$ cat src/rtl/lsr_pkg.sv
`timescale 1ns / 1ps

package lsr_pkg;

  localparam int SET_WIDTH = 32;
  localparam int FIELD_W   = 32;
  localparam int CNT_W     = 6;
  localparam int IDX_W     = $clog2(FIELD_W);
  // Largest usable universe: bounded by the set width and by the field width.
  localparam int MAX_N     = (SET_WIDTH < FIELD_W) ? SET_WIDTH : FIELD_W;

  localparam logic [CNT_W-1:0] UNIV_RESET = CNT_W'(32);
  localparam logic [CNT_W-1:0] N_LIMIT    = CNT_W'(MAX_N);

  // Unrank compare-subtract steps handled per pipeline stage.
  localparam int STEPS_PER_STG = 4;
  localparam int UNRANK_STG    = (MAX_N + STEPS_PER_STG - 1) / STEPS_PER_STG;

  localparam logic [1:0] KIND_RANK   = 2'd0;
  localparam logic [1:0] KIND_UNRANK = 2'd1;
  localparam logic [1:0] KIND_NEXT   = 2'd2;

  typedef logic [FIELD_W-1:0] word_t;
  typedef logic [CNT_W-1:0]   cnt_t;
  typedef logic [IDX_W-1:0]   idx_t;

  typedef struct packed {
    logic [1:0] kind;
    word_t      subset_mask;
    word_t      rank_in;
  } in_t;

  typedef struct packed {
    word_t subset_mask_out;
    cnt_t  member_count;
    word_t rank_out;
    logic  has_next;
    logic  bad_input;
  } out_t;

  // Item in flight through the front and unrank stages.
  typedef struct packed {
    word_t m;    // result mask so far
    word_t r;    // remaining rank (unrank only, zero otherwise)
    word_t w;    // weight of the current element
    word_t cur;  // one-hot position of the current element
    cnt_t  n;
    logic  hn;
    logic  bad;
  } pipe_t;

  // Item between the two halves of the rank computation.
  typedef struct packed {
    word_t m;
    word_t wsum;
    cnt_t  k;
    logic  hn;
    logic  bad;
  } rk_t;

  function automatic idx_t top_index(word_t v);
    idx_t t;
    t = '0;
    for (int i = 0; i < FIELD_W; i++) begin
      if (v[i]) t = idx_t'(i);
    end
    return t;
  endfunction

  function automatic cnt_t pop_count(word_t v);
    cnt_t c;
    c = '0;
    for (int i = 0; i < FIELD_W; i++) begin
      c = c + cnt_t'(v[i]);
    end
    return c;
  endfunction

  function automatic word_t bit_rev(word_t v);
    word_t o;
    for (int i = 0; i < FIELD_W; i++) begin
      o[i] = v[FIELD_W-1-i];
    end
    return o;
  endfunction

endpackage

$ cat src/rtl/lsr_front.sv
`timescale 1ns / 1ps

module lsr_front (
  input  logic             clk,
  input  logic             rst,
  input  lsr_pkg::cnt_t    n,
  input  logic             up_valid,
  input  lsr_pkg::in_t     up_data,
  output logic             up_ready,
  output logic             dn_valid,
  output lsr_pkg::pipe_t   dn_data,
  input  logic             dn_ready
);

  logic [lsr_pkg::FIELD_W:0] full_wide;
  lsr_pkg::word_t full;
  lsr_pkg::word_t mask;
  lsr_pkg::word_t rest;
  lsr_pkg::word_t succ;
  lsr_pkg::idx_t  t;
  lsr_pkg::idx_t  s;
  lsr_pkg::cnt_t  t_ext;
  lsr_pkg::cnt_t  s_ext;
  logic           mask_bad;
  logic           rank_bad;
  logic           succ_hn;
  lsr_pkg::pipe_t stage_next;

  assign up_ready = !dn_valid || dn_ready;

  always_comb begin
    mask      = up_data.subset_mask;
    full_wide = ({{lsr_pkg::FIELD_W{1'b0}}, 1'b1} << n) - 1'b1;
    full      = full_wide[lsr_pkg::FIELD_W-1:0];
    mask_bad  = |(mask & ~full);
    rank_bad  = up_data.rank_in > full;

    // Successor: {0} after {}, extend past the top, else carry the next one up.
    t     = lsr_pkg::top_index(mask);
    t_ext = lsr_pkg::cnt_t'(t);
    rest  = mask & ~(lsr_pkg::word_t'(1) << t);
    s     = lsr_pkg::top_index(rest);
    s_ext = lsr_pkg::cnt_t'(s);
    if (mask == '0) begin
      succ    = (n != '0) ? lsr_pkg::word_t'(1) : '0;
      succ_hn = (n != '0);
    end else if (t_ext == n - 1'b1) begin
      if (rest == '0) begin
        succ    = mask;
        succ_hn = 1'b0;
      end else begin
        succ    = (rest & ~(lsr_pkg::word_t'(1) << s))
                | (lsr_pkg::word_t'(1) << (s_ext + 1'b1));
        succ_hn = 1'b1;
      end
    end else begin
      succ    = mask | (lsr_pkg::word_t'(1) << (t_ext + 1'b1));
      succ_hn = 1'b1;
    end

    stage_next     = '0;
    stage_next.n   = n;
    stage_next.cur = lsr_pkg::word_t'(1);
    case (up_data.kind)
      lsr_pkg::KIND_RANK: begin
        stage_next.bad = mask_bad;
        stage_next.m   = mask;
      end
      lsr_pkg::KIND_UNRANK: begin
        stage_next.bad = rank_bad;
        stage_next.r   = up_data.rank_in;
        stage_next.w   = (n != '0) ? (lsr_pkg::word_t'(1) << (n - 1'b1)) : '0;
      end
      lsr_pkg::KIND_NEXT: begin
        stage_next.bad = mask_bad;
        stage_next.m   = succ;
        stage_next.hn  = succ_hn;
      end
      default: begin
        stage_next.bad = 1'b1;
      end
    endcase
    // Zero the payload of a bad beat so later stages produce all-zero fields.
    if (stage_next.bad) begin
      stage_next.m  = '0;
      stage_next.r  = '0;
      stage_next.w  = '0;
      stage_next.hn = 1'b0;
    end
  end

  always_ff @(posedge clk) begin
    if (rst) begin
      dn_valid <= 1'b0;
    end else if (up_ready) begin
      dn_valid <= up_valid;
    end
  end

  always_ff @(posedge clk) begin
    if (up_ready && up_valid) begin
      dn_data <= stage_next;
    end
  end

endmodule

$ cat config.mk
export PLATFORM = sky130hd
export DESIGN_NAME = lsr_front
export DESIGN_NICKNAME = d
export VERILOG_FILES = /design/src/rtl/lsr_pkg.sv /design/src/rtl/lsr_front.sv
export SDC_FILE = /design/constraint.sdc
export NUM_CORES = 1
export LEC_CHECK = 0
export BUFFER_PORTS_ARGS = -buffer_cell sky130_fd_sc_hd__buf_2
export CORE_MARGIN = 2
export CORE_UTILIZATION = 51
export DETAILED_ROUTE_END_ITERATION = 7
export GPL_TIMING_DRIVEN = 0
export PLACE_DENSITY_LB_ADDON = 0.3
export SYNTH_ARGS = -nofsm -noshare
export SYNTH_HDL_FRONTEND = slang
export SYNTH_SLANG_ARGS = --single-unit
$ cat constraint.sdc
create_clock -name clk -period 5 [get_ports clk]
set_clock_uncertainty 0.05 [all_clocks]
set_input_delay 0.5 -clock clk [delete_from_list [all_inputs] [get_ports clk]]
set_output_delay 0.5 -clock clk [all_outputs]
set_load 0.01 [all_outputs]
==> results.cfg <==
[logic_synthesis]
syn_area_per_cell_um2 = 8.64
synthMostInstantiatedCell = edfxtp_1
yosysTopAreaCell = edfxtp_1
synth_top_flop_cell = edfxtp_1
synth_commonest_cells = 104 x edfxtp_1, 98 x nor2_1, 97 x nand2_1, 63 x a21oi_1, 57 x o21ai_0
synth_edf_count = 104
synthCells = 1136
yosysTopAreaCellShare_pct = 31.8
yosys-top-cells-area = edfxtp_1 32%, ha_1 5.6%, nor2_1 3.7%
synth_area_um2 = 9810
async_reset_ff_share_pct = 0
yosysUniqueCellTypes = 104
synth_warnings = 0
synth_seq_area_share_pct = 32.0
synth_seq_cells = 105

[sta]
max-slew-margin-rel_pct = 30.4
whs_ns = 0.218
period_minus_slack_ns = 4.94
slew_violations = 0
fin_crit_sh_pct = 98.7
tightest_slew_ns = 1.04
setup_ws_ns = 0.0642
setup_viol = 0
fmax_mhz = 203
hold_violations = 0
rsz0062_at_grt = true

[detailed_routing]
first_iter_violations = 1380
wirelength_mm = 38.6
vias_per_cell = 6.63
route.vias.total = 10800
drt-pass1-iter-count = 8
wire_per_inst_um = 23.7
dr_wl_met2_mm = 16.1
drc = 2
postRouteAntennaNets = 0
highest_layer = met4
dr_wl_met3_mm = 5.31
wl_met1_mm = 15.6

[job]
drv_cap = 0

[setup_path]
crit_end = dn_data[55]$_SDFFCE_PP0P_
rr_endpoint = dn_data[101]$_SDFFCE_PP0P_
rr_worst_depth = 3
r2r-start = dn_valid$_SDFFE_PP0N_
crit_start = n[0]
worst-setup-path-type = in -> reg
startpoint_type = input pin
r2r_setup_slack_ns = 3.27
cp.required_ns = 5.14
crit_path_max_fanout = 10
critPathCaptureType = flop
arrival_ns = 5.08

[global_routing]
grt_max_degree = 68
grt_pass1_wl_mm = 57.2
grt_usage_pct = 36.9
antenna_found_initial = 0
grt_pass1_vias = 9776
grt_overflow_total = 0

[min_path]
whs_path_depth = 2
hold_class = in -> reg
min-delay-start = rst

[die]
die-height_um = 143
io_pins = 214
die-width_um = 143
die_area_um2 = 20400
core-area_um2 = 18800
initial_core_util_pct = 52.3
rows = 50

[placed_design]
dp_cells = 1565
placed_area_um2 = 11100
place_congestion = 1.09
dp_slack_ns = -1.96
post-dp-hpwl_mm = 29.7
io_buffer_count = 164

[cells_and_area]
antenna_cells = 0
area_growth_syn_to_layout_pct = 26.4
final_core_util_pct = 66.1
fin_area_um2 = 12400
multi_input_area_um2 = 6510
fill_cells = 1584
final_nets = 1511
final-seq-area_um2 = 3140
drive_above_1_share_pct = 30.7
stdcell_count = 1630

[clock_tree]
cts_tree = built
cts-htree-levels = 3
hold_buffers = 0
cts_num_sinks = 105
clock_path_buffers = 2
clkTransAtPathRegs_ns = 0.08
clk-insertion-delay-late_ns = 0.37
clock-root-buffer = clkbuf_16
numCtsBuffers = 9

[status]
status = complete, but fails checks
violations = design-rule violations

[power]
peakVddDrop_uv = 171
power.density_nw_per_um2 = 220
p_leak_uw = 0.00519
sequential cells by signal (all words and copies together) (netlist names):
name	flops
dn_data	104
dn_valid	1
worst max-delay path, cell delays in order:
cell      delay (ns)
buf_2           0.21
inv_2           0.10
ha_4            0.19
ha_2            0.22
or4_4           0.60
o32ai_4         0.25
a21oi_4         0.17
buf_4           0.18
o41ai_2         0.44
nand2_1         0.13
ha_1            0.32
nand4_1         0.22
nor4_4          0.54
nand3_1         0.20
a21oi_2         0.21
clkbuf_8        0.20
clkbuf_4        0.19
nor4b_2         0.21
kinds of logic after synthesis:
group | share of synthesized area (%)
other | 0.0765
muxes | 0.319
and+or+nand+nor | 26.6
xor gates and xnor gates | 2.04
buffers and inverters | 8.12
DFF | 32.0
adders and majority gates | 5.61
AOI/OAI and AO/OA | 25.2
layout make-up:
type | instances | area share [%]
flip-flops and latches | 105 | 25.3
clock buffers | 9 | 1.82
multi-input cells | 905 | 52.5
plain buffers | 110 | 5.69
well taps | 234 | 2.36
clock inverters | 7 | 0.736
repair buffers | 217 | 10.2
inverters | 43 | 1.38
report_power, final:
part / internal [uW] / switching [uW]
sequential: 1020 / 11.4
clock: 364 / 396
combinational: 343 / 589
worst min path at each step:
| stage | slack (ns) | to |
|---|---|---|
| 6_report | 0.22 | dn_valid$_SDFFE_PP0N_ |
| 3_5_place_dp | 0.47 | dn_valid$_SDFFE_PP0N_ |
| 2_1_floorplan | 0.52 | dn_valid$_SDFFE_PP0N_ |
| 5_1_grt | 0.22 | dn_valid$_SDFFE_PP0N_ |
| 4_1_cts | 0.22 | dn_valid$_SDFFE_PP0N_ |
| 3_3_place_gp | 0.43 | dn_valid$_SDFFE_PP0N_ |
metrics by stage:
| step | TNS (ns) | total power, uW |
|---|---|---|
| 6_report | 0 | 2720 |
| 3_3_place_gp | -151.25 | 1830 |
| 4_1_cts | 0 | 2610 |
| 5_1_grt | -0.329 | 2810 |
| 2_1_floorplan | 0 | 1560 |
| 3_5_place_dp | -147.86 | 1830 |
metal layers:
layer,vias to the layer above,global-route usage [%]
met3,143,9.09
met1,4998,51.9
li1,4793,-
met4,0,13.9
met2,872,54.8
met5,-,0
cell usage in the layout (no fill, tap or decap), types with 35 or more instances in the layout:
cell type,netlist,layout
buf_2,12,173
edfxtp_1,104,104
nor2_1,98,96
nand2_1,97,95
buf_4,34,88
a21oi_1,63,57
o21ai_0,57,53
and2_1,45,43
inv_1,41,36
ha_1,44,35
repair_timing:
action / CTS / global route
gates cloned: 0 / 1
hold endpoints to repair: 0 / 0
resized for setup: 57 / 83
setup buffers: 18 / 33
setup endpoints to repair: 98 / 97
pin swaps: 16 / 25
Note: power is estimated with default switching activity, not from simulation.
