[src/rtl/lsr_pkg.sv]
`timescale 1ns / 1ps

package lsr_pkg;

  localparam int SET_WIDTH = 32;
  localparam int FIELD_W   = 32;
  localparam int CNT_W     = 6;
  localparam int IDX_W     = $clog2(FIELD_W);
  // Largest usable universe: bounded by the set width and by the field width.
  localparam int MAX_N     = (SET_WIDTH < FIELD_W) ? SET_WIDTH : FIELD_W;

  localparam logic [CNT_W-1:0] UNIV_RESET = CNT_W'(32);
  localparam logic [CNT_W-1:0] N_LIMIT    = CNT_W'(MAX_N);

  // Unrank compare-subtract steps handled per pipeline stage.
  localparam int STEPS_PER_STG = 4;
  localparam int UNRANK_STG    = (MAX_N + STEPS_PER_STG - 1) / STEPS_PER_STG;

  localparam logic [1:0] KIND_RANK   = 2'd0;
  localparam logic [1:0] KIND_UNRANK = 2'd1;
  localparam logic [1:0] KIND_NEXT   = 2'd2;

  typedef logic [FIELD_W-1:0] word_t;
  typedef logic [CNT_W-1:0]   cnt_t;
  typedef logic [IDX_W-1:0]   idx_t;

  typedef struct packed {
    logic [1:0] kind;
    word_t      subset_mask;
    word_t      rank_in;
  } in_t;

  typedef struct packed {
    word_t subset_mask_out;
    cnt_t  member_count;
    word_t rank_out;
    logic  has_next;
    logic  bad_input;
  } out_t;

  // Item in flight through the front and unrank stages.
  typedef struct packed {
    word_t m;    // result mask so far
    word_t r;    // remaining rank (unrank only, zero otherwise)
    word_t w;    // weight of the current element
    word_t cur;  // one-hot position of the current element
    cnt_t  n;
    logic  hn;
    logic  bad;
  } pipe_t;

  // Item between the two halves of the rank computation.
  typedef struct packed {
    word_t m;
    word_t wsum;
    cnt_t  k;
    logic  hn;
    logic  bad;
  } rk_t;

  function automatic idx_t top_index(word_t v);
    idx_t t;
    t = '0;
    for (int i = 0; i < FIELD_W; i++) begin
      if (v[i]) t = idx_t'(i);
    end
    return t;
  endfunction

  function automatic cnt_t pop_count(word_t v);
    cnt_t c;
    c = '0;
    for (int i = 0; i < FIELD_W; i++) begin
      c = c + cnt_t'(v[i]);
    end
    return c;
  endfunction

  function automatic word_t bit_rev(word_t v);
    word_t o;
    for (int i = 0; i < FIELD_W; i++) begin
      o[i] = v[FIELD_W-1-i];
    end
    return o;
  endfunction

endpackage

[src/rtl/lsr_rank.sv]
`timescale 1ns / 1ps

module lsr_rank (
  input  logic           clk,
  input  logic           rst,
  input  logic           up_valid,
  input  lsr_pkg::pipe_t up_data,
  output logic           up_ready,
  output logic           dn_valid,
  output lsr_pkg::out_t  dn_data,
  input  logic           dn_ready
);

  logic           mid_valid;
  logic           mid_ready;
  lsr_pkg::rk_t   mid;
  lsr_pkg::rk_t   mid_next;
  lsr_pkg::out_t  out_next;
  lsr_pkg::word_t below;
  lsr_pkg::idx_t  t;

  assign mid_ready = !dn_valid || dn_ready;
  assign up_ready  = !mid_valid || mid_ready;

  // Rank = members + weights of the non-members below the top element.
  always_comb begin
    t             = lsr_pkg::top_index(up_data.m);
    below         = (lsr_pkg::word_t'(1) << t) - 1'b1;
    mid_next.m    = up_data.m;
    mid_next.k    = lsr_pkg::pop_count(up_data.m);
    mid_next.wsum = lsr_pkg::bit_rev(~up_data.m & below)
                  >> (lsr_pkg::cnt_t'(lsr_pkg::FIELD_W) - up_data.n);
    mid_next.hn   = up_data.hn;
    mid_next.bad  = up_data.bad;
  end

  always_comb begin
    out_next.subset_mask_out = mid.m;
    out_next.member_count    = mid.k;
    out_next.rank_out        = mid.wsum + lsr_pkg::word_t'(mid.k);
    out_next.has_next        = mid.hn;
    out_next.bad_input       = mid.bad;
  end

  always_ff @(posedge clk) begin
    if (rst) begin
      mid_valid <= 1'b0;
      dn_valid  <= 1'b0;
    end else begin
      if (up_ready) begin
        mid_valid <= up_valid;
      end
      if (mid_ready) begin
        dn_valid <= mid_valid;
      end
    end
  end

  always_ff @(posedge clk) begin
    if (up_ready && up_valid) begin
      mid <= mid_next;
    end
    if (mid_ready && mid_valid) begin
      dn_data <= out_next;
    end
  end

endmodule

[config.mk]
export PLATFORM = sky130hd
export DESIGN_NAME = lsr_rank
export DESIGN_NICKNAME = d
export VERILOG_FILES = /design/src/rtl/lsr_pkg.sv /design/src/rtl/lsr_rank.sv
export SDC_FILE = /design/constraint.sdc
export NUM_CORES = 1
export LEC_CHECK = 0
export ABC_AREA = 1
export ABC_CLOCK_PERIOD_IN_PS = 5300
export BUFFER_PORTS_ARGS = -buffer_cell sky130_fd_sc_hd__buf_2
export CAP_MARGIN = 20
export CORE_ASPECT_RATIO = 1.4
export CORE_MARGIN = 10
export CORE_UTILIZATION = 44
export CTS_BUF_LIST = sky130_fd_sc_hd__clkbuf_4
export CTS_CLUSTER_SIZE = 24
export DETAILED_ROUTE_END_ITERATION = 6
export PLACE_DENSITY = 0.81
export SLEW_MARGIN = 10
export SYNTH_ARGS = -nofsm -noshare
export SYNTH_HDL_FRONTEND = slang
export SYNTH_SLANG_ARGS = --single-unit
[constraint.sdc]
create_clock -name clk -period 5.3 [get_ports clk]
set_clock_uncertainty 0.1 [all_clocks]
set_input_delay 1.06 -clock clk [delete_from_list [all_inputs] [get_ports clk]]
set_output_delay 1.06 -clock clk [all_outputs]
set_load 0.1 [all_outputs]
==> reports/results.tsv, run 1 <==
metric	value	unit
final number of max-transition violations	0	
commonest non-fill, non-tap cell in the layout	nand2_1	
Hold EP	dn_data[52]$_DFFE_PP_	
final critical delay including setup and external delays	5.05	ns
basic-gate share of the synthesized area counting and, or, nand and nor cells	26.9	%
unrepaired setup endpoints after global routing	false	
total chip power	3770	µW
number of cells upsized or downsized after cts	0	
post-CTS repair timing setup buffer count	0	
height of the chip	188	µm
slowest stage cell, crit path	fa_1	
CTS H-tree depth	4	
total setup violations reported at the end of the flow	0	
Sink Count	146	
number of enable-type register cells in the synthesized netlist	144	
share of cell area taken by muxes after synthesis	0	%
number of max-cap violations	0	
number of cells on the worst hold path	0	
combined flip-flop and latch cell area	4360	µm²
wire length of the first global-routing pass	37.7	mm
maximum fanout encountered on the critical timing path	2	
half-perimeter wire length after detailed placement	19.4	mm
synthesized area per cell	9.03	µm²
fraction of the yosys area taken by sequential cells	49.2	%
hold crit path type	reg -> reg	
number of buffers added by the clock tree synthesis step	17	
Routed wire per std cell	17.3	µm
Worst path max stage delay	0.54	ns
total routing resource utilization after global routing	17.8	%
CTS tree	built	
CP most frequent cell	fa_1	
data arrival time of the critical path	5.25	ns
setup ws final	0.249	ns
number of global-route vias before repair	7350	
vias after detailed routing	7499	
cell internal pwr	2290	µW
row count	61	
Final Routed Wirelength	24.0	mm
antenna violations before repair	3	
Syn Nets	1162	
sum of overflow across all layers after global routing	0	
final routed DRC violation total	0	
global placer's final weighted congestion	0.968	
clock network power share	16.3	%
starting utilization of the core area	44.7	%
switching part of the total power	39.4	%
buffers from clock root to sink, at most	2	
most frequent cells in the layout	224 x nand2_1, 148 x nand3_1, 144 x edfxtp_1	
Die Outline Area	26300	µm²
share of the synthesized area in the top cell type	48.8	%
share of cells above drive strength 1	20.2	%
leading area contributor after synthesis	edfxtp_1	
maximum number of pins on one net before global-route repair	44	
PortBufs	117	
Synth area leaders	edfxtp_1 49%, nand2_1 9.5%, nand3_1 8.4%	
flip-flop cell with the highest count after synthesis	edfxtp_1	
compound-gate portion of the synthesized area	6.56	%
pre-CTS setup slack	-0.328	ns
area of the mapped netlist	8870	µm²
nature of the critical path endpoint	flip-flop	
RR Endpoint	dn_data[32]$_DFFE_PP_	
multi-input gate area in the final layout	4010	µm²
core outline area	19800	µm²
die width	140	µm
Async SR Flop Fraction	0	%
Yosys warning total	0	
leak pwr	0.00461	µW
total negative setup slack	0	ns
endpoints failing hold	0	
root buf cell	clkbuf_4	
R2R Setup Slk	1.13	ns
status	complete, no violations	
Pwr per Cell Area	370	nW/µm²
routed via count divided by cell count	5.40	
slew of the pin with the lowest slew margin	0.955	ns
share of the synthesized netlist area taken by xor and xnor gates	3.75	%
Req. time, crit path	5.50	ns
sequential cell fraction of total power	40.0	%
reg-to-reg critical path startpoint	mid[2]$_DFFE_PP_	
post-route insts no fill	1389	
Clock Latency Late Sink	0.54	ns
Seq cells post-synth	146	
Period Utilization, post-route	95.3	%
clock transition at the register clock pins on the worst setup and hold paths after CTS	0.12	ns
length of the first detailed-routing pass in iterations	6	
Fmax achieved	198	MHz
largest family of logic cells by synthesized area	simple AND/OR/NAND/NOR gates	
number of nets at the end of the flow	1302	
dpl cells	1355	
power dissipated by switching net loads	1480	µW
Worst Min Path Start	mid[52]$_DFFE_PP_	
arithmetic-cell share of the synthesized area counting full adders, half adders and majority gates	7.76	%
peak supply drop	292	µV
synthesis-to-layout area growth	15.0	%
hold bufs inserted after CTS	0	
startpoint kind of the worst setup timing path	input pin	
Combinational Power Share	43.7	%
remaining antenna violation count	0	
Synth Instances	982	
depth of the worst register-to-register path	19	
Worst slew margin	36.2	%
crit path kind	in -> reg	
I/O pins	214	
fill cell instance count of the final layout	1796	
number of violations reported at the end of detailed-routing iteration 0	685	
ordered list of cells on the worst path	buf_2 > fa_1 > inv_1 > fa_1 > inv_1 > fa_1 > fa_1 > fa_1 > inv_1 > fa_1 > inv_1 > ha_1 > inv_1 > fa_1 > o21ai_0 > xor2_1	
number of library cell types mapped by synthesis	49	
worst max-delay path by stage:
stage | to | depth (start not counted) | startpoint | slack, ns
after CTS | mid[6]$_DFFE_PP_ | 16 | up_data[115] | 0.30
after floorplan | mid[6]$_DFFE_PP_ | 15 | up_data[115] | 0.007
after detailed placement | mid[6]$_DFFE_PP_ | 16 | up_data[115] | -0.33
final | mid[6]$_DFFE_PP_ | 16 | up_data[115] | 0.25
after global routing | mid[6]$_DFFE_PP_ | 16 | up_data[115] | 0.15
after global placement | mid[6]$_DFFE_PP_ | 16 | up_data[115] | -0.21
per-layer routing:
metal	wire length, µm	GRT usage, %	vias to the layer above
met5	7	0	-
met4	1130	9.79	2
met3	1450	3.79	81
met2	13100	33.0	317
met1	8340	18.0	3474
li1	-	-	3625
cell families after synthesis:
family / after synthesis
and+or+nand+nor: 525
DFF: 146
buffers and inverters: 136
AOI/OAI and AO/OA: 97
adders and majority gates: 40
xor gates and xnor gates: 38
worst max-delay path: cells and delay by family:
kind / cells / cell delay [ns]
adder cells (fa/ha/maj): 8 / 3.47
buffers and inverters: 6 / 0.40
AO/OA/AOI/OAI: 1 / 0.21
XOR/XNOR: 1 / 0.09
final cells by class:
class	count	area share, %
multi-input combinational	700	39.3
antenna	2	0.0491
sequential	146	42.8
timing repair buffer	154	8.47
clock buffer	18	1.33
clock inverter	14	1.13
inverter	103	3.79
tap	252	3.09
through the flow:
stage | hold WS, ns | cell area, µm² | utilization (%)
final | 0.327 | 10200 | 51.4
after global routing | 0.338 | 10200 | 51.4
after CTS | 0.333 | 10200 | 51.4
after detailed placement | 0.305 | 9940 | 50.1
after global placement | 0.301 | 9940 | 50.1
after floorplan | 0.300 | 8870 | -
synthesized netlist by cell type (3+ instances only):
library cell and number:
xor2_1 25, xnor2_1 13, nand2_2 6, clkbuf_1 22, inv_1 95, a21oi_2 4, nand3_2 5, inv_2 6
nor2_1 88, ha_1 15, o21ai_2 3, nand3b_1 3, nand2_1 224, o21ai_0 7, nand4_1 17, buf_2 3
nand2_4 3, nor2_2 4, fa_1 25, o211ai_1 12, a31oi_1 3, edfxtp_1 144, nand3_1 148, o21ai_1 10
nor3_1 13, a21oi_1 47, buf_1 7
registers in the layout, indices dropped and copies added, names as in the netlist:
register,flops
mid,72
dn_data,72
dn_valid,1
mid_valid,1
power by group through the flow:
stage / sequential, µW / combinational (µW) / clock [µW]
after floorplan: 1840 / 863 / 0
after global placement: 1530 / 1550 / 0
after detailed placement: 1540 / 1640 / 0
after CTS: 1510 / 1650 / 627
after global routing: 1520 / 1810 / 677
final: 1510 / 1650 / 615
(Power assumes the default switching activity.)
==> run 2: changes to the inputs <==
--- a/config.mk
+++ b/config.mk
@@ -10,12 +10,12 @@
 export BUFFER_PORTS_ARGS = -buffer_cell sky130_fd_sc_hd__buf_2
 export CAP_MARGIN = 20
 export CORE_ASPECT_RATIO = 1.4
-export CORE_MARGIN = 10
+export CORE_MARGIN = 2
 export CORE_UTILIZATION = 44
 export CTS_BUF_LIST = sky130_fd_sc_hd__clkbuf_4
 export CTS_CLUSTER_SIZE = 24
 export DETAILED_ROUTE_END_ITERATION = 6
-export PLACE_DENSITY = 0.81
+export PLACE_DENSITY_LB_ADDON = 0.3
 export SLEW_MARGIN = 10
 export SYNTH_ARGS = -nofsm -noshare
 export SYNTH_HDL_FRONTEND = slang
==> run 2 against run 1 <==
  * The flow now finishes with violations (design-rule violations)
  * Largest cell class unchanged
  * Sequential cell count unchanged
  * Register-to-register slack better by 0.26 ns
  * Critical endpoint unchanged
  * Utilization up 0.13 points
  * Via count fell by 2.5%
  * First-iteration DRC count shrank 27%
  * Highest routed layer is now met4
  * Design area is 0.25% higher
  * Non-clock buffer count rose by 1
  * Die area shrank 19%
  * Sequential share of layout area fell by 0.10 points
==> reports/results.tsv, run 2 (synthesis gave the netlist of run 1 again) <==
metric	value	unit	change
number of cells on the worst hold path	0		unchanged
slew of the pin with the lowest slew margin	1.01	ns	+0.0508 ns
unrepaired setup endpoints after global routing	false		
met3 routed WL	1.01	mm	-30%
data arrival time of the critical path	5.18	ns	-0.07 ns
total negative setup slack	0	ns	unchanged
final critical delay including setup and external delays	4.98	ns	-0.0689 ns
maximum number of pins on one net before global-route repair	73		+66%
Fmax achieved	201	MHz	+1.4%
status	finished with violations		
antenna violations before repair	1		-2
post-route met1 wirelength	8.79	mm	+5.4%
instance area at placement	9940	µm²	unchanged
leak pwr	0.00462	µW	+0.37%
total routing resource utilization after global routing	22.2	%	+4.4 points
Routed wire per std cell	16.1	µm	-6.6%
half-perimeter wire length after detailed placement	17.6	mm	-9.1%
share of cells above drive strength 1	20.4	%	+0.25 points
vias after detailed routing	7309		-2.5%
CTS tree	built		
remaining antenna violation count	0		unchanged
nature of the critical path endpoint	flip-flop		
clock transition at the register clock pins on the worst setup and hold paths after CTS	0.15	ns	+0.03 ns
startpoint kind of the worst setup timing path	input pin		
post-CTS repair timing setup buffer count	0		unchanged
Worst slew margin	32.9	%	-3.4 points
uppermost layer routed	met4		
Req. time, crit path	5.50	ns	about the same
sum of overflow across all layers after global routing	0		unchanged
Die Outline Area	21300	µm²	-19%
final design instance area without fill	10200	µm²	+0.25%
peak supply drop	325	µV	+11%
root buf cell	clkbuf_4		
Clock Latency Late Sink	0.56	ns	+0.02 ns
most frequent cells in the layout	224 x nand2_1, 148 x nand3_1, 144 x edfxtp_1		
Hold EP	dn_data[59]$_DFFE_PP_		
Period Utilization, post-route	94.0	%	-1.3 points
RR Endpoint	dn_data[32]$_DFFE_PP_		
length of the first detailed-routing pass in iterations	7		+1
endpoints failing hold	0		unchanged
number of cells upsized or downsized after cts	0		unchanged
final routed DRC violation total	1		+1
Pwr per Cell Area	370	nW/µm²	about the same
maximum fanout encountered on the critical timing path	2		unchanged
height of the chip	172	µm	-8.5%
buffers from clock root to sink, at most	2		unchanged
crit path kind	in -> reg		
I/O pins	214		unchanged
number of nets at the end of the flow	1303		+0.077%
WHS	0.321	ns	-0.00621 ns
row count	61		unchanged
routed via count divided by cell count	5.26		-2.5%
number of global-route vias before repair	7019		-4.5%
Final Routed Wirelength	22.4	mm	-6.6%
depth of the worst register-to-register path	19		unchanged
Sink Count	146		unchanged
die width	124	µm	-11%
number of buffers added by the clock tree synthesis step	17		unchanged
CTS H-tree depth	4		unchanged
starting utilization of the core area	44.7	%	unchanged
length of routed met2 wiring	11.5	mm	-12%
PortBufs	117		unchanged
number of max-cap violations	0		unchanged
largest registers	dn_data (72), mid (72)		
commonest non-fill, non-tap cell in the layout	nand2_1		
reg-to-reg critical path startpoint	mid[2]$_DFFE_PP_		
core outline area	19800	µm²	unchanged
hold crit path type	reg -> reg		
global placer's final weighted congestion	0.930		-3.9%
number of violations reported at the end of detailed-routing iteration 0	499		-27%
Worst Min Path Start	mid[59]$_DFFE_PP_		
synthesis-to-layout area growth	15.3	%	
wire length of the first global-routing pass	35.5	mm	-5.9%
R2R Setup Slk	1.39	ns	+0.26 ns
failing checks	design-rule violations		
total setup violations reported at the end of the flow	0		unchanged
hold bufs inserted after CTS	0		unchanged
final number of max-transition violations	0		unchanged
-- run 2: routing by layer --
layer	up-vias	GRT usage [%]
li1	3629	-
met1	3375	25.7
met2	244	39.3
met3	61	3.66
met4	0	10.9
met5	-	0
-- run 2: area by class of cell --
| cell class | count | area, µm² |
|---|---|---|
| Antenna cell | 1 | 2.50 |
| Clock inverter | 14 | 123 |
| Multi-Input combinational cell | 700 | 4010 |
| Sequential cell | 146 | 4360 |
| Timing Repair Buffer | 155 | 883 |
| Inverter | 103 | 387 |
| Tap cell | 252 | 315 |
| Fill cell | 1894 | 9620 |
| Clock buffer | 18 | 135 |
-- run 2: how the worst max path moves through the flow --
stage | end | startpoint
floorplan | mid[6]$_DFFE_PP_ | up_data[115]
global placement | mid[6]$_DFFE_PP_ | up_data[115]
detailed placement | mid[6]$_DFFE_PP_ | up_data[121]
CTS | mid[6]$_DFFE_PP_ | up_data[115]
global route | mid[7]$_DFFE_PP_ | up_data[115]
finish | mid[6]$_DFFE_PP_ | up_data[115]
-- run 2: stage by stage --
step / total power [µW] / instances / setup slack (ns) / util, %
floorplan: 2700 / 982 / 0.00714 / -
global placement: 3110 / 1355 / -0.244 / 50.1
detailed placement: 3170 / 1355 / -0.264 / 50.1
CTS: 3810 / 1387 / 0.335 / 51.4
global route: 4050 / 1389 / 0.190 / 51.5
finish: 3780 / 1389 / 0.318 / 51.5
-- run 2: critical path: stages --
cell     delay (ns)
buf_2          0.11
fa_1           0.53
inv_1          0.06
fa_1           0.47
inv_1          0.05
fa_1           0.46
fa_1           0.50
fa_1           0.52
inv_1          0.05
fa_1           0.42
inv_1          0.07
ha_1           0.13
inv_1          0.06
fa_1           0.39
o21ai_0        0.21
xor2_1         0.09
-- run 2: report_power, final --
part,internal (µW),switching (µW)
Clock,207,435
Combinational,585,1050
Sequential,1460,43.6
