$ cat config.mk
export PLATFORM = sky130hd
export DESIGN_NAME = lsr_unrank_stage
export DESIGN_NICKNAME = d
export VERILOG_FILES = /design/src/rtl/lsr_pkg.sv /design/src/rtl/lsr_unrank_stage.sv
export SDC_FILE = /design/constraint.sdc
export NUM_CORES = 1
export LEC_CHECK = 0
export ABC_AREA = 1
export BUFFER_PORTS_ARGS = -buffer_cell sky130_fd_sc_hd__clkbuf_2
export CAP_MARGIN = 40
export CORE_MARGIN = 3
export CORE_UTILIZATION = 35
export CTS_BUF_LIST = sky130_fd_sc_hd__clkbuf_4
export DETAILED_ROUTE_END_ITERATION = 7
export PLACE_DENSITY = 0.64
export RECOVER_POWER = 25
export SETUP_SLACK_MARGIN = 0.02
export SYNTH_ARGS = -nofsm -noshare
export SYNTH_HDL_FRONTEND = slang
export SYNTH_SLANG_ARGS = --single-unit
$ cat constraint.sdc
create_clock -name clk -period 17.9 [get_ports clk]
set_input_delay 2.685 -clock clk [delete_from_list [all_inputs] [get_ports clk]]
set_output_delay 2.685 -clock clk [all_outputs]
set_load 0.005 [all_outputs]
$ cat src/rtl/lsr_pkg.sv
`timescale 1ns / 1ps

package lsr_pkg;

  localparam int SET_WIDTH = 32;
  localparam int FIELD_W   = 32;
  localparam int CNT_W     = 6;
  localparam int IDX_W     = $clog2(FIELD_W);
  // Largest usable universe: bounded by the set width and by the field width.
  localparam int MAX_N     = (SET_WIDTH < FIELD_W) ? SET_WIDTH : FIELD_W;

  localparam logic [CNT_W-1:0] UNIV_RESET = CNT_W'(32);
  localparam logic [CNT_W-1:0] N_LIMIT    = CNT_W'(MAX_N);

  // Unrank compare-subtract steps handled per pipeline stage.
  localparam int STEPS_PER_STG = 4;
  localparam int UNRANK_STG    = (MAX_N + STEPS_PER_STG - 1) / STEPS_PER_STG;

  localparam logic [1:0] KIND_RANK   = 2'd0;
  localparam logic [1:0] KIND_UNRANK = 2'd1;
  localparam logic [1:0] KIND_NEXT   = 2'd2;

  typedef logic [FIELD_W-1:0] word_t;
  typedef logic [CNT_W-1:0]   cnt_t;
  typedef logic [IDX_W-1:0]   idx_t;

  typedef struct packed {
    logic [1:0] kind;
    word_t      subset_mask;
    word_t      rank_in;
  } in_t;

  typedef struct packed {
    word_t subset_mask_out;
    cnt_t  member_count;
    word_t rank_out;
    logic  has_next;
    logic  bad_input;
  } out_t;

  // Item in flight through the front and unrank stages.
  typedef struct packed {
    word_t m;    // result mask so far
    word_t r;    // remaining rank (unrank only, zero otherwise)
    word_t w;    // weight of the current element
    word_t cur;  // one-hot position of the current element
    cnt_t  n;
    logic  hn;
    logic  bad;
  } pipe_t;

  // Item between the two halves of the rank computation.
  typedef struct packed {
    word_t m;
    word_t wsum;
    cnt_t  k;
    logic  hn;
    logic  bad;
  } rk_t;

  function automatic idx_t top_index(word_t v);
    idx_t t;
    t = '0;
    for (int i = 0; i < FIELD_W; i++) begin
      if (v[i]) t = idx_t'(i);
    end
    return t;
  endfunction

  function automatic cnt_t pop_count(word_t v);
    cnt_t c;
    c = '0;
    for (int i = 0; i < FIELD_W; i++) begin
      c = c + cnt_t'(v[i]);
    end
    return c;
  endfunction

  function automatic word_t bit_rev(word_t v);
    word_t o;
    for (int i = 0; i < FIELD_W; i++) begin
      o[i] = v[FIELD_W-1-i];
    end
    return o;
  endfunction

endpackage

$ cat src/rtl/lsr_unrank_stage.sv
`timescale 1ns / 1ps

module lsr_unrank_stage (
  input  logic           clk,
  input  logic           rst,
  input  logic           up_valid,
  input  lsr_pkg::pipe_t up_data,
  output logic           up_ready,
  output logic           dn_valid,
  output lsr_pkg::pipe_t dn_data,
  input  logic           dn_ready
);

  lsr_pkg::pipe_t stage_next;

  assign up_ready = !dn_valid || dn_ready;

  // Compare-subtract steps; a zero rank or zero weight leaves the mask and rank alone.
  always_comb begin
    stage_next = up_data;
    for (int i = 0; i < lsr_pkg::STEPS_PER_STG; i++) begin
      if (stage_next.w != '0 && stage_next.r != '0) begin
        if (stage_next.r <= stage_next.w) begin
          stage_next.m = stage_next.m | stage_next.cur;
          stage_next.r = stage_next.r - 1'b1;
        end else begin
          stage_next.r = stage_next.r - stage_next.w;
        end
      end
      stage_next.w   = stage_next.w >> 1;
      stage_next.cur = stage_next.cur << 1;
    end
  end

  always_ff @(posedge clk) begin
    if (rst) begin
      dn_valid <= 1'b0;
    end else if (up_ready) begin
      dn_valid <= up_valid;
    end
  end

  always_ff @(posedge clk) begin
    if (up_ready && up_valid) begin
      dn_data <= stage_next;
    end
  end

endmodule

==> run_results.csv, run 1 <==
group,metric,value,unit
run_status,status,"finished, violations left",
run_status,failed_checks,"capacitance limit, slew limit",
min_path,holdPathStages,2,
power_and_ir_drop,power_density,159.9,nW/um2
worst_setup_path,cp-start-kind,"input port",
clock_tree,clock-sinks,129,
yosys,netlist_top_cells_area,"nand2_1 (21%), edfxtp_1 (19%), ha_1 (8.0%)",
worst_setup_path,r2r_cells,3,
cells_and_area,fin_cells,4238,
global_route,grt_pass1_vias,21080,
clock_tree,clkSlewWorstSetupHoldPaths,140,ps
floorplanning,io_pins,278,
power_and_ir_drop,ir_drop,84.47,uV
yosys,synth-seq-area-share,19.52,%
sta,finalCritPeriodShare,91.25,%
global_route,grt_pass1_wl,123.7,mm
worst_setup_path,worstPathArrival,16760,ps
placement,place_congestion,1.062,
detailed_routing,dr_total_vias,22710,
detailed_routing,viasPerCell,5.358,
clock_tree,cts_made_buffers,17,
yosys,yosys-top-cells-count,"nand2_1 (1093), inv_1 (378), nor2_1 (347)",
floorplanning,dieArea,59430,um2
worst_setup_path,path_max_fanout,36,
floorplanning,row_count,86,
worst_setup_path,required,18330,ps
detailed_routing,drc,0,
cells_and_area,fin_area,21980,um2
min_path,hold_start,"dn_valid$_SDFFE_PP0N_",
yosys,synthesis.area,19790,um2
yosys,syn_avg_cell_area,6.093,um2
yosys,synth_seq_cells,129,
clock_tree,cts_max_path_buffers,2,
clock_tree,h-tree-depth,4,
cells_and_area,nFillCells,6188,
sta,worst_pin_slew,3515,ps
worst_setup_path,worstReg2RegEnd,"dn_data[97]$_DFFE_PP_",
detailed_routing,post_drt_wl_per_cell,19.21,um
clock_tree,cts_tree,"yes",
detailed_routing,detail_route.iter0.violations,2422,
placement,dp_hpwl,66.16,mm
clock_tree,clockRootBuffer,"clkbuf_4",
cells_and_area,register_area,3864,um2
sta,final.setup.tns,0,ps
detailed_routing,drtAntennaViolNets,0,
global_route,grt_overflow_total,0,
sta,rsz0062_at_grt,"false",
detailed_routing,wl,81.42,mm
yosys,synth-main-ff-cell,"edfxtp_1",
yosys,synth_most_common_cell,"nand2_1",
worst_setup_path,max_stage_delay,490,ps
floorplanning,coreArea,55520,um2
cells_and_area,multiInputGateArea,13870,um2
sta,maxSlewViolCount,65,
power_and_ir_drop,p_leak,0.01071,uW
clock_tree,clk_latency,650,ps
min_path,min_to,"dn_valid$_SDFFE_PP0N_",
yosys,synth.distinct_cells,60,
flow_run,drv_cap,1,
worst_setup_path,criticalPathCategory,"in2reg",
sta,slew-limit-headroom,-134.3,%
floorplanning,fp.dieW,243.8,um
placement,placed_area,21700,um2
yosys,netlist.top_cell.by_area,"nand2_1",
worst_setup_path,crit_path_end_kind,"register",
cells_and_area,syn2layout_area_growth,11.09,%
global_route,grt_max_degree,71,
yosys,postSynthCellCount,3248,
worst_setup_path,crit_slowest_cell,"ha_1",
yosys,synth_edf_count,128,
clock_tree,post-cts-setup-buffers,0,
worst_setup_path,reg2reg_from,"dn_valid$_SDFFE_PP0N_",
clock_tree,hold_buffers,0,
floorplanning,fp.dieH,243.8,um
placement,dp_cells,4205,
cells_and_area,final_core_util,39.59,%
sta,hold_viol_final,0,
min_path,hold_class,"reg2reg",
yosys,ys_async_sr_fraction,0,%
floorplanning,initial_core_util,35.64,%
cells_and_area,fin_nets,3746,
worst_setup_path,crit_path_frequent_cell,"nand2_1",
sta,clock_skew,17.83,ps
cells_and_area,drive_gt1_share,12.73,%
yosys,ys_warn_count,0,
detailed_routing,first_pass_iters,6,
yosys,yosysTopAreaCellShare,20.73,%
global_route,antenna_found_initial,1,
global_route,grt_usage,26.67,%
sta,setup_viol,0,
sta,fmax,0.06122,GHz
sta,min_period,16330,ps
placement,port_buffers,269,
worst_setup_path,reg2reg_slack,13470,ps
sta,whs,548.1,ps
placed cells by master, fill, tap and decap left out, drive strengths merged, types with 24 or more instances in the layout:
| cell | n |
|---|---|
| nand2 | 1152 |
| inv | 400 |
| nor2 | 392 |
| nand3 | 298 |
| clkbuf | 287 |
| a21oi | 140 |
| edfxtp | 128 |
| ha | 126 |
| o21ai | 117 |
| xor2 | 90 |
| nand4 | 56 |
| o21bai | 42 |
| a31oi | 36 |
| xnor2 | 35 |
| o311ai | 30 |
| buf | 24 |
worst max-delay path, delay by kind of cell:
family / cells / cell delay (ps)
and+or+nand+nor: 37 / 4480
adders and majority gates: 5 / 1790
AOI/OAI and AO/OA: 24 / 4910
buffers and inverters: 12 / 2810
per-layer routing:
metal / GRT usage, % / part of all wire [%] / wire length [um] / vias to the layer above
li1: - / - / - / 11080
met1: 34.03 / 42 / 33910 / 10270
met2: 43.82 / 45 / 36380 / 1158
met3: 4.799 / 8.7 / 7075 / 198
met4: 12.14 / 5.0 / 4046 / 0
met5: 0 / 0 / 0 / -
timing repair:
item	CTS	global route
hold endpoints to repair	0	0
gates resized for setup	0	4
setup endpoints to repair	0	61
per-stage QoR:
stage          setup WS (ps)  power (uW)
2_1_floorplan           3572        2526
4_1_cts                 1468        3480
6_report                1566        3516
5_1_grt                60.89        3871
3_5_place_dp           669.2        3225
3_3_place_gp           915.2        3222
cells by family after synthesis:
| family | count (synthesis) | synth area share [%] |
|---|---|---|
| buffers and inverters | 486 | 10.65 |
| AND/OR/NAND/NOR | 1972 | 43.45 |
| adder cells (fa/ha/maj) | 130 | 8.371 |
| AO/OA/AOI/OAI | 405 | 12.45 |
| flip-flops | 129 | 19.52 |
| other | 1 | 0.01895 |
| XOR/XNOR | 125 | 5.532 |
area by class of cell:
cell class,count,area share (%)
multi-input cells,2640,63.11
flip-flops and latches,129,17.58
repair buffers,295,6.841
inverters,393,6.727
well taps,748,4.257
clock inverters,15,0.8993
clock buffers,17,0.5805
diodes,1,0.01138
state kept, by name (all words and copies together) (netlist names):
| name | count |
|---|---|
| dn_data | 128 |
| dn_valid | 1 |
power breakdown:
part           switching [uW]  total, uW  internal [uW]
logic                    1840       2790            955
clock network             136        238            102
registers                18.4        486            468
how the worst max path moves through the flow:
stage | from | endpoint | slack [ps] | cells after the start
after floorplan | up_data[72] | dn_data[93]$_DFFE_PP_ | 3570 | 82
after global placement | up_data[64] | dn_data[73]$_DFFE_PP_ | 920 | 77
after detailed placement | up_data[64] | dn_data[75]$_DFFE_PP_ | 670 | 76
after CTS | up_data[64] | dn_data[75]$_DFFE_PP_ | 1470 | 76
after global routing | up_data[59] | dn_data[75]$_DFFE_PP_ | 60 | 75
final | up_data[60] | dn_data[72]$_DFFE_PP_ | 1570 | 78
(Power assumes the default switching activity.)
==> run 2: changes to the inputs <==
--- a/config.mk
+++ b/config.mk
@@ -14,6 +14,7 @@
 export DETAILED_ROUTE_END_ITERATION = 7
 export PLACE_DENSITY = 0.64
 export RECOVER_POWER = 25
+export REMOVE_ABC_BUFFERS = 1
 export SETUP_SLACK_MARGIN = 0.02
 export SYNTH_ARGS = -nofsm -noshare
 export SYNTH_HDL_FRONTEND = slang
==> run 2 against run 1 <==
Against the previous run: the flow still finishes with violations (capacitance limit, slew limit); global-route usage decreased by 2.3 points; first-iteration DRC count decreased by 18%; final cell count decreased by 0.24%; sequential power about the same; largest cell class unchanged.
==> run_results.csv, run 2 (same netlist as run 1, synthesis figures left out) <==
group,metric,value,unit
placement,placed_area,21630,um2
worst_setup_path,worstPathArrival,16410,ps
sta,hold_viol_final,0,
worst_setup_path,required,18200,ps
min_path,hold_class,"reg2reg",
cells_and_area,top_register,"dn_data",
run_status,status,"finished, violations left",
worst_setup_path,criticalPathCategory,"in2reg",
sta,final.setup.tns,0,ps
cells_and_area,top_regs,"dn_data x128, dn_valid x1",
power_and_ir_drop,p_leak,0.01060,uW
detailed_routing,detail_route.iter0.violations,1982,
cells_and_area,fin_area,21840,um2
sta,fin_ws,1787,ps
placement,dp_hpwl,61.76,mm
clock_tree,cts_tree,"yes",
power_and_ir_drop,power_density,157.1,nW/um2
clock_tree,clockRootBuffer,"clkbuf_4",
clock_tree,cts_max_path_buffers,2,
sta,finalCritPeriodShare,90.01,%
clock_tree,cts_made_buffers,17,
clock_tree,clkSlewWorstSetupHoldPaths,130,ps
cells_and_area,final_common_cell,"nand2_1",
clock_tree,hold_buffers,0,
cells_and_area,fin_nets,3736,
flow_run,drv_cap,1,
cells_and_area,mostFrequentLayoutCells,"nand2_1 (1093), inv_1 (378), nor2_1 (346)",
worst_setup_path,crit_path_frequent_cell,"nand2_1",
cells_and_area,largest_reg_flops,128,
detailed_routing,dr_total_vias,22180,
detailed_routing,viasPerCell,5.247,
sta,setup_viol,0,
clock_tree,post-cts-setup-buffers,0,
floorplanning,fp.dieW,243.8,um
detailed_routing,wl,74.80,mm
floorplanning,dieArea,59430,um2
floorplanning,io_pins,278,
sta,slew-limit-headroom,-99.53,%
cells_and_area,syn2layout_area_growth,10.39,%
placement,dp_cells,4195,
power_and_ir_drop,ir_drop,81.76,uV
clock_tree,clock-sinks,129,
sta,rsz0062_at_grt,"false",
global_route,antenna_found_initial,1,
sta,clock_skew,39.69,ps
global_route,grt_max_degree,71,
global_route,grt_pass1_vias,20580,
clock_tree,clk_latency,600,ps
worst_setup_path,cp-start-kind,"input port",
floorplanning,row_count,86,
placement,place_congestion,0.9559,
floorplanning,initial_core_util,35.64,%
cells_and_area,fin_cells,4228,
global_route,grt_overflow_total,0,
detailed_routing,drtAntennaViolNets,0,
worst_setup_path,max_stage_delay,480,ps
detailed_routing,first_pass_iters,7,
worst_setup_path,reg2reg_slack,13860,ps
clock_tree,post_cts_resized,0,
worst_setup_path,crit_slowest_cell,"nand2_4",
placement,pre_cts_ws,1547,ps
floorplanning,coreArea,55520,um2
worst_setup_path,path_max_fanout,68,
global_route,grt_usage,24.36,%
worst_setup_path,crit_path_end_kind,"register",
placement,port_buffers,269,
detailed_routing,drc,0,
detailed_routing,post_drt_wl_per_cell,17.69,um
sta,worst_pin_slew,2993,ps
run_status,failed_checks,"capacitance limit, slew limit",
cells_and_area,drive_gt1_share,12.13,%
sta,fmax,0.06206,GHz
global_route,grt_pass1_wl,114.2,mm
sta,min_period,16110,ps
clock_tree,h-tree-depth,4,
power_and_ir_drop,p_total,3432,uW
sta,maxSlewViolCount,61,
floorplanning,fp.dieH,243.8,um
[run 2: final timing paths]
kind / startpoint / to / cells past startpoint
max: up_data[44] / dn_data[97]$_DFFE_PP_ / 79
max reg2reg: dn_valid$_SDFFE_PP0N_ / dn_data[118]$_DFFE_PP_ / 3
min: dn_valid$_SDFFE_PP0N_ / dn_valid$_SDFFE_PP0N_ / 2
min reg2reg: dn_valid$_SDFFE_PP0N_ / dn_valid$_SDFFE_PP0N_ / 2
[run 2: layer usage]
layer,vias up,track usage [%],routed length [um]
met5,-,0,0
met3,146,2.036,4628
li1,11080,-,-
met4,0,10.22,3323
met1,10080,31.05,31540
met2,886,42.23,35310
[run 2: worst max-delay path: cells and delay by family]
kind / cells / cell delay [ps]
AND/OR/NAND/NOR: 39 / 4520
buffers and inverters: 12 / 2330
adder cells (fa/ha/maj): 5 / 1820
AO/OA/AOI/OAI: 23 / 4990
[run 2: cell type report]
cell class | count | area [um2]
clock buffers | 18 | 135.1
fillers | 6241 | 33680
multi-input cells | 2640 | 13860
diodes | 1 | 2.502
repair buffers | 285 | 1390
clock inverters | 14 | 177.7
inverters | 393 | 1478
well taps | 748 | 935.9
flip-flops and latches | 129 | 3864
[run 2: metrics by stage]
step                hold slack [ps]  util, %
floorplan                     506.7        -
global placement              527.9    38.90
detailed placement            544.7    38.95
CTS                           563.8    39.51
global route                  601.0    39.34
finish                        561.4    39.34
[run 2: report_power, final]
part	switching (uW)	internal, uW
sequential	17.8	468
combinational	1770	949
clock	126	100
==> run 3: changes to the inputs <==
==> constraint.sdc (replaced) <==
create_clock -name clk -period 17.9 [get_ports clk]
set_input_delay 0.895 -clock clk [delete_from_list [all_inputs] [get_ports clk]]
set_output_delay 0.895 -clock clk [all_outputs]
set_load 0.005 [all_outputs]
==> run 3 against run 2 <==
Against the previous run: the run still ends with capacitance limit, slew limit left; wire length rose by 1.4%; sequential power is essentially flat; largest cell class unchanged; worst setup slack better by 580 ps; highest routed layer is now met5.
==> run_results.csv, run 3 (same netlist as run 1, synthesis figures left out) <==
group,metric,value,unit
run_status,status,"finished, violations left",
run_status,failed_checks,"capacitance limit, slew limit",
sta,rsz0062_at_grt,"false",
cells_and_area,mostFrequentLayoutCells,"nand2_1 (1093), inv_1 (378), nor2_1 (346)",
worst_setup_path,r2r_cells,3,
sta,hold_viol_final,0,
clock_tree,hold_buffers,0,
clock_tree,clkSlewWorstSetupHoldPaths,120,ps
sta,maxSlewViolCount,26,
detailed_routing,first_pass_iters,8,
global_route,grt_usage,24.73,%
worst_setup_path,crit_path_frequent_cell,"nand2_1",
clock_tree,h-tree-depth,4,
detailed_routing,drc,0,
worst_setup_path,criticalPathCategory,"in2reg",
sta,clock_skew,39.18,ps
cells_and_area,final_core_util,39.22,%
worst_setup_path,crit_path_end_kind,"register",
worst_setup_path,reg2reg_slack,13930,ps
cells_and_area,top_register,"dn_data",
global_route,grt_overflow_total,0,
clock_tree,cts_tree,"yes",
global_route,grt_pass1_wl,115.9,mm
global_route,grt_max_degree,70,
sta,finalCritPeriodShare,86.76,%
detailed_routing,drtAntennaViolNets,0,
min_path,min_to,"dn_valid$_SDFFE_PP0N_",
sta,final.setup.tns,0,ps
worst_setup_path,reg2reg_from,"dn_valid$_SDFFE_PP0N_",
floorplanning,coreArea,55520,um2
detailed_routing,post_drt_wl_per_cell,17.95,um
power_and_ir_drop,ir_drop,76.80,uV
placement,place_congestion,0.9756,
worst_setup_path,worstReg2RegEnd,"dn_data[114]$_DFFE_PP_",
worst_setup_path,worstPathArrival,15860,ps
placement,port_buffers,269,
floorplanning,io_pins,278,
floorplanning,initial_core_util,35.64,%
global_route,grt_pass1_vias,20850,
sta,min_period,15530,ps
cells_and_area,largest_reg_flops,128,
detailed_routing,detail_route.iter0.violations,1992,
sta,setup_viol,0,
worst_setup_path,crit_slowest_cell,"buf_4",
clock_tree,post_cts_resized,0,
clock_tree,post-cts-setup-buffers,0,
placement,dp_hpwl,62.44,mm
global_route,antenna_found_initial,2,
worst_setup_path,cp-start-kind,"input port",
cells_and_area,top_regs,"dn_data x128, dn_valid x1",
detailed_routing,wl,75.84,mm
clock_tree,clock-sinks,129,
clock_tree,clk_latency,610,ps
flow_run,drv_cap,1,
worst_setup_path,max_stage_delay,510,ps
power_and_ir_drop,power_density,155.9,nW/um2
clock_tree,cts_max_path_buffers,2,
power_and_ir_drop,p_leak,0.01056,uW
sta,fmax,0.06439,GHz
sta,slew-limit-headroom,-56.74,%
min_path,hold_class,"in2reg",
clock_tree,cts_made_buffers,17,
worst_setup_path,required,18230,ps
min_path,holdPathStages,2,
detailed_routing,dr_total_vias,22200,
clock_tree,clockRootBuffer,"clkbuf_4",
min_path,hold_start,"rst",
cells_and_area,syn2layout_area_growth,10.05,%
worst_setup_path,path_max_fanout,68,
detailed_routing,viasPerCell,5.255,
sta,worst_pin_slew,2351,ps
floorplanning,fp.dieW,243.8,um
cells_and_area,fin_nets,3733,
floorplanning,dieArea,59430,um2
floorplanning,fp.dieH,243.8,um
cells_and_area,drive_gt1_share,12.00,%
cells_and_area,final_common_cell,"nand2_1",
floorplanning,row_count,86,
run 3: changes by cell type in the layout (fill, tap and decap cells not counted), sizes merged:
| cell | before | now |
|---|---|---|
| clkinv | 4 | 7 |
| buf | 14 | 13 |
| clkbuf | 289 | 286 |
| bufinv | 3 | 1 |
run 3: how the worst max path moves through the flow:
stage | startpoint | to | slack (ps) | cells past startpoint
CTS | up_data[44] | dn_data[93]$_DFFE_PP_ | 2940 | 73
global route | up_data[44] | dn_data[93]$_DFFE_PP_ | 990 | 80
finish | up_data[44] | dn_data[93]$_DFFE_PP_ | 2370 | 73
detailed placement | up_data[44] | dn_data[93]$_DFFE_PP_ | 2310 | 73
floorplan | up_data[72] | dn_data[93]$_DFFE_PP_ | 2530 | 71
global placement | up_data[44] | dn_data[93]$_DFFE_PP_ | 2340 | 77
run 3: final cells by class:
| cell class | count | area (um2) |
|---|---|---|
| clock inverters | 15 | 135.1 |
| flip-flops and latches | 129 | 3864 |
| diodes | 1 | 2.502 |
| repair buffers | 282 | 1384 |
| inverters | 393 | 1478 |
| fillers | 6184 | 33750 |
| well taps | 748 | 935.9 |
| clock buffers | 17 | 127.6 |
| multi-input cells | 2640 | 13850 |
run 3: per-layer routing:
layer | vias to the layer above | share of wire, % | global-route usage (%)
met2 | 947 | 47 | 42.82
met5 | - | 0.015 | 0
met4 | 2 | 4.9 | 11.43
li1 | 11060 | - | -
met3 | 159 | 6.7 | 2.751
met1 | 10030 | 42 | 30.75
run 3: metrics by stage:
| stage | power, uW | cells | hold slack (ps) | setup WS (ps) | cell area [um2] |
|---|---|---|---|---|---|
| 3_3_place_gp | 3145 | 4191 | 527.3 | 2345 | 21580 |
| 5_1_grt | 3765 | 4225 | 402.8 | 985.3 | 21780 |
| 3_5_place_dp | 3154 | 4192 | 538.7 | 2314 | 21600 |
| 2_1_floorplan | 2489 | 3162 | 506.7 | 2530 | 19180 |
| 6_report | 3396 | 4225 | 462.1 | 2370 | 21780 |
| 4_1_cts | 3360 | 4224 | 406.1 | 2939 | 21860 |
run 3: worst max-delay path: cells and delay by family:
family | cells | cell delay, ps
buffers and inverters | 11 | 3070
adders and majority gates | 4 | 1520
and+or+nand+nor | 38 | 5270
AOI/OAI and AO/OA | 20 | 4960
run 3: report_power, final:
part / internal (uW) / switching, uW / total, uW
Sequential: 467 / 19.2 / 486
Combinational: 950 / 1760 / 2710
Clock: 70.0 / 126 / 196
